[src/sv/gtb_divider.sv]
`timescale 1ns / 1ps
// ----------------------------------------------------------------------------
// gtb_divider
// Restoring unsigned divider, one quotient bit per cycle.
// ----------------------------------------------------------------------------
module gtb_divider #(
    parameter int NUM_W = 31,
    parameter int DEN_W = 10
) (
    input  logic             aclk,
    input  logic             aresetn,
    input  logic             start,
    input  logic [NUM_W-1:0] dividend,
    input  logic [DEN_W-1:0] divisor,
    output logic             done,
    output logic [NUM_W-1:0] quotient
);

    localparam int CNT_W = $clog2(NUM_W + 1);

    logic [NUM_W-1:0] dvd_reg;
    logic [NUM_W-1:0] quo_reg;
    logic [DEN_W-1:0] rem_reg;
    logic [DEN_W-1:0] den_reg;
    logic [CNT_W-1:0] cnt_reg;
    logic             busy_reg;
    logic             done_reg;
    logic [DEN_W:0]   trial;
    logic             fits;

    assign trial = {rem_reg, dvd_reg[NUM_W-1]};
    assign fits  = trial >= {1'b0, den_reg};

    always_ff @(posedge aclk) begin
        if (!aresetn) begin
            busy_reg <= 1'b0;
            done_reg <= 1'b0;
            cnt_reg  <= '0;
        end else begin
            done_reg <= 1'b0;
            if (start) begin
                busy_reg <= 1'b1;
                cnt_reg  <= CNT_W'(NUM_W);
            end else if (busy_reg) begin
                cnt_reg <= cnt_reg - 1'b1;
                if (cnt_reg == CNT_W'(1)) begin
                    busy_reg <= 1'b0;
                    done_reg <= 1'b1;
                end
            end
        end
    end

    always_ff @(posedge aclk) begin
        if (start) begin
            dvd_reg <= dividend;
            den_reg <= divisor;
            quo_reg <= '0;
            rem_reg <= '0;
        end else if (busy_reg) begin
            dvd_reg <= dvd_reg << 1;
            quo_reg <= {quo_reg[NUM_W-2:0], fits};
            rem_reg <= fits ? DEN_W'(trial - {1'b0, den_reg}) : trial[DEN_W-1:0];
        end
    end

    assign done     = done_reg;
    assign quotient = quo_reg;

endmodule

[config.mk]
export PLATFORM = sky130hd
export DESIGN_NAME = gtb_divider
export DESIGN_NICKNAME = d
export VERILOG_FILES = /design/src/sv/gtb_divider.sv
export SDC_FILE = /design/constraint.sdc
export NUM_CORES = 1
export LEC_CHECK = 0
export BUFFER_PORTS_ARGS = -buffer_cell sky130_fd_sc_hd__buf_2
export CORE_UTILIZATION = 34
export CTS_BUF_LIST = sky130_fd_sc_hd__clkbuf_8
export DETAILED_ROUTE_END_ITERATION = 8
export SLEW_MARGIN = 15
export SYNTH_ARGS = -nofsm -noshare
export SYNTH_HDL_FRONTEND = slang
export SYNTH_SLANG_ARGS = --single-unit
[constraint.sdc]
create_clock -name aclk -period 1.9 [get_ports aclk]
set_input_delay 0.38 -clock aclk [delete_from_list [all_inputs] [get_ports aclk]]
set_output_delay 0.38 -clock aclk [all_outputs]
set_load 0.02 [all_outputs]
# --- After elaboration in Yosys (flattened, before gate mapping) ---
# Cells that the tools add are included.
totals:
  out_inout_bits: 32
  wordCells: 24
  register_bits: 89
  inputBits: 44
classes:
  reduce_logical: 2
  bitwise_logic: 2
  n_addsub: 2
  mux: 9
  eq_ne: 1
  magnitude_cmp: 1
op_table:
  columns: ["operator", "count"]
  rows:
  - ["$mux W31", 2]
  - ["$ge A11 B10 Y1", 1]
  - ["$mux W10", 1]
  - ["$mux W5", 2]
  - ["$sub A10 B10 Y10", 1]
  - ["$eq A5 B1 Y1 const B", 1]
  - ["$sub A5 B1 Y5 const B", 1]
  - ["$mux W1", 4]
  - ["$reduce_or A3 Y1", 1]
  - ["$not A1 Y1", 2]
  - ["$reduce_bool A2 Y1", 1]

# --- Logic depth before layout (Yosys ltp) ---
depth:
  word_depth: 4
  ltp_mapped: 10

# --- Worst setup path after synthesis ---
# No wires, ideal clock.
synth_timing:
  path_type: "reg2reg"
  start: "reg den_reg[1]"
  end: "reg rem_reg[0]"
  path_buffers: 0
  period_less_slack_ns: 1.930
  t_required_ns: 1.821
  arrival_time_ns: 1.850
  slack_ns: -0.030
  stages_incl_launch_ff: 9
  path_cell_list: "edfxtp_1 -> inv_1 -> ha_1 -> nor2b_1 -> o31a_1 -> o21ai_2 -> o21ai_2 -> mux2_1 -> a211oi_2"
synth_between:
  elab_chain_len: 2
synth_rtl:
  columns: ["item", "line", "rtl"]
  rows:
  - ["start, declared", "24", "logic [DEN_W-1:0] den_reg;"]
  - ["start signal, assigned", "57", "den_reg <= divisor;"]
  - ["$ge A11 B10 Y1", "32", "assign fits = trial >= {1'b0, den_reg};"]
  - ["$mux W10", "63", "rem_reg <= fits ? DEN_W'(trial - {1'b0, den_reg}) : trial[DEN_W-1:0];"]
  - ["end signal, assigned", "63", null]
  - ["end, declared", "23", "logic [DEN_W-1:0] rem_reg;"]
# Every way passes these cells.
# A chain may end at the register's enable or synchronous reset.

# --- Worst setup path after layout ---
layout_timing:
  start: "reg den_reg[0]"
  end: "reg rem_reg[8]"
layout_between:
  elab_chain_len: 2
  elab_cells_between_ends: 3
layout_rtl:
  columns: ["item", "line"]
  rows:
  - ["$sub A10 B10 Y10 / $ge A11 B10 Y1 (equally long branches)", "63, 32"]
  - ["$mux W10 (*)", "63"]
# Mark *: on every way between the ends. The rest lies on a longest branch, timed or not.

==> implementation parameters <==
Parameter                              Value

Status
  Outcome    complete, but fails checks
  Failing checks    DRC, setup timing

Global routing
  Global-route wire length before repair    13,170 um
  Global route overflow    0
  Largest net degree at the start of global routing    32
  All-Layer GR Usage    13.66%
  Initial antenna violation count    0
  Vias in the first global route    2,741

Timing
  Unrepaired setup endpoints after global routing    yes
  Worst setup skew after layout    11.55 ps
  Normalized max-slew margin    65.40%
  Final count of hold timing violations    0
  Final min period    1988 ps
  Achievable Freq    502.9 MHz
  Max-slew violations    0
  Setup slack of the critical path after layout    -88.32 ps
  Least-Margin Pin Slew    518.9 ps
  Setup-failing EPs final    10
  Setup TNS after final layout    -486.2 ps
  Hold WS    175.3 ps
  Ratio of final minimum period to clock period    104.6%

Placed design
  Cell Area, Placed    0.004723 sq mm
  I/O Buffers    75
  Detail Placement HPWL    5444 um
  Global placement routability congestion    0.7781
  Inst Count DP    569
  Post-placement setup slack    -188.5 ps

Power
  Total Power Consumption    4.389 mW
  Worst vdd rail ir drop    0.4743 mV
  Relative contribution of sequential cells to total power    50.2%
  Internal power summed over all cells    3.199 mW
  Cell Pwr Density    865.8 mW/mm^2
  Static Leak    2.167 nW
  Combinational fraction of design power    18.8%
  Switching share of power    27.12%
  Switch Pwr    1.190 mW
  Proportion of power drawn by the clock network    31.0%

Worst setup path
  Destination of the critical timing path    rem_reg[8]$_SDFFE_PP0P_
  Critical R2R Launch    den_reg[0]$_DFFE_PP_
  Critical register-to-register path endpoint    rem_reg[8]$_SDFFE_PP0P_
  CP Class    reg -> reg
  Worst r2r path cells    8
  Critical path startpoint    den_reg[0]$_DFFE_PP_
  Critical Path Fanout Max    6
  Startpoint type of the worst setup path    register
  Worst-case register-to-register setup slack    -90 ps
  Crit. End Element    register
  Data required time of the worst path    2160 ps
  Arrival time of the worst setup path    2250 ps

Drt
  Remaining design rule violation count    2
  Pre-antenna DRT Iters    6
  Vias per cell    4.688
  Detailed router's first-iteration violation count    110
  Final WL    7846 um
  Routed vias    2,747
  Drt wl/cell    13.39 um
  Routed Antenna Nets    0

Yosys
  Synth Cell Area    0.004036 sq mm
  Avg Synthesized Cell Area    11.98 sq um
  Share of synthesized registers carrying an async set or reset    0%
  Count of cell types in the netlist    49
  Synthesized Nets    394
  Number of enable-type register cells in the synthesized netlist    41
  Total of flip-flops plus latches after synthesis    89
  Synth Warn #    0
  Synthesized netlist cell count    337
  Sequential element share of the synthesized area    54.31%
  Ys flop type    dfxtp_1

Clocking
  Clock buffer count from CTS    9
  Root buffer cell    clkbuf_8
  Clk buf depth    2
  Number of sinks handled by clock tree synthesis    89
  Number of levels the H-tree was split into    3
  Clock transition at the registers of the reported paths    100 ps
  CTS tree    built
  Cts hold-fix bufs    0
  Clock network latency to the later pin of the worst-skew pair    380 ps

Floorplan
  Horiz. Die Dim    111.0 um
  Starting Density    35.05%
  Placeable core region    0.01152 sq mm
  Core Rows    39
  Die height    111.0 um
  Die outline area    0.01231 sq mm
  IO Count    76

Finish
  N_diodes    0
  Final instance area    0.005070 sq mm
  Number of standard cells in the final layout excluding fillers    586
  Layout-stage area growth over the synthesis result    25.60%
  Total Nets Final    495
  Core utilization of the finished layout    44.02%
  Fraction of final layout cells with drive strength greater than 1    40.86%
  Filler cell count in the final layout    1,097

Hold path
  Worst Hold Class    in -> reg

Flow run
  Number of maximum-capacitance violations    0
-- layer usage --
layer	vias up	global-route usage [%]	share of wire [%]
li1	1393	-	-
met1	1294	15.37	44
met2	50	23.14	50
met3	10	4.866	4.3
met4	0	6.210	1.6
met5	-	0	0
-- worst min path at each step --
| stage | from | end | slack [ps] | depth (start not counted) |
|---|---|---|---|---|
| floorplan | rem_reg[2]$_SDFFE_PP0P_ | rem_reg[2]$_SDFFE_PP0P_ | 450 | 2 |
| global placement | quotient[30]$_SDFFE_PP0P_ | quotient[30]$_SDFFE_PP0P_ | 470 | 2 |
| detailed placement | quotient[30]$_SDFFE_PP0P_ | quotient[30]$_SDFFE_PP0P_ | 490 | 2 |
| CTS | divisor[0] | den_reg[0]$_DFFE_PP_ | 150 | 1 |
| global route | divisor[4] | den_reg[4]$_DFFE_PP_ | 150 | 1 |
| finish | divisor[4] | den_reg[4]$_DFFE_PP_ | 180 | 1 |
-- final cells by class --
type                            count  area, sq um  area share, %
Timing Repair Buffer              109        661.9          13.06
Clock inverter                      7        77.57          1.530
Sequential cell                    89         2195          43.29
Inverter                           17        63.81          1.259
Clock buffer                        9        123.9          2.443
Tap cell                          143        178.9          3.529
Multi-Input combinational cell    212         1769          34.90
-- cell families (layout without fill, tap and decap cells) --
kind of cell / count (synthesis) / after routing / share of synthesized area [%]
flip-flops: 89 / 89 / 54.31
AND/OR/NAND/NOR: 80 / 80 / 8.587
multiplexers: 71 / 71 / 18.57
AO/OA/AOI/OAI: 38 / 38 / 6.850
buffers and inverters: 36 / 142 / 5.300
adder cells (fa/ha/maj): 13 / 13 / 4.216
XOR/XNOR: 10 / 10 / 2.170
-- layout by cell type, fill, tap and decap left out, types with 3 or more instances in the layout --
cell type / count
buf_2: 74
nor2_1: 58
dfxtp_1: 46
edfxtp_1: 41
mux2i_1: 39
buf_4: 32
mux2_2: 29
inv_1: 16
clkbuf_8: 9
nand2_1: 8
ha_1: 7
xor2_1: 6
a21oi_1: 5
ha_4: 5
xnor2_1: 4
a211oi_2: 4
o21ai_1: 4
a211oi_1: 4
a21oi_2: 3
-- cell usage after synthesis (3+ instances only) --
cell      instances  area, sq um
buf_2             3        15.01
buf_6             5        56.30
a211oi_1          7        52.55
a31oi_1           4        25.02
mux2i_1          40        400.4
xor2_1            6        52.55
o21ai_1           3        15.01
o21ai_0           3        15.01
nor2_1           58        217.7
nand2_1           8        30.03
ha_1             12        150.1
dfxtp_1          48        960.9
a21oi_1           7        35.03
mux2_2           29        326.6
xnor2_1           4        35.03
edfxtp_1         41         1231
buf_1             4        15.01
inv_1            17        63.81
-- critical path: stages (launching register included) --
cell      delay, ps
edfxtp_1        430
ha_4            290
nand4_1         180
o31ai_4         240
a211oi_2        110
o21ai_2         120
buf_6           180
mux2i_1         230
a211oi_2         90
-- power groups by stage --
| stage | logic [mW] | registers (mW) | clock network, mW |
|---|---|---|---|
| after floorplan | 0.522 | 2.23 | 0 |
| after global placement | 0.729 | 2.24 | 0 |
| after detailed placement | 0.743 | 2.24 | 0 |
| after CTS | 0.798 | 2.20 | 1.44 |
| after global routing | 0.906 | 2.22 | 1.49 |
| final | 0.826 | 2.20 | 1.36 |
-- timing repair --
item	in CTS	in global routing
resized for setup	14	11
pin swaps	11	6
setup buffers	1	0
setup endpoints to repair	11	11
No activity file was read; power rests on OpenSTA's default activity.
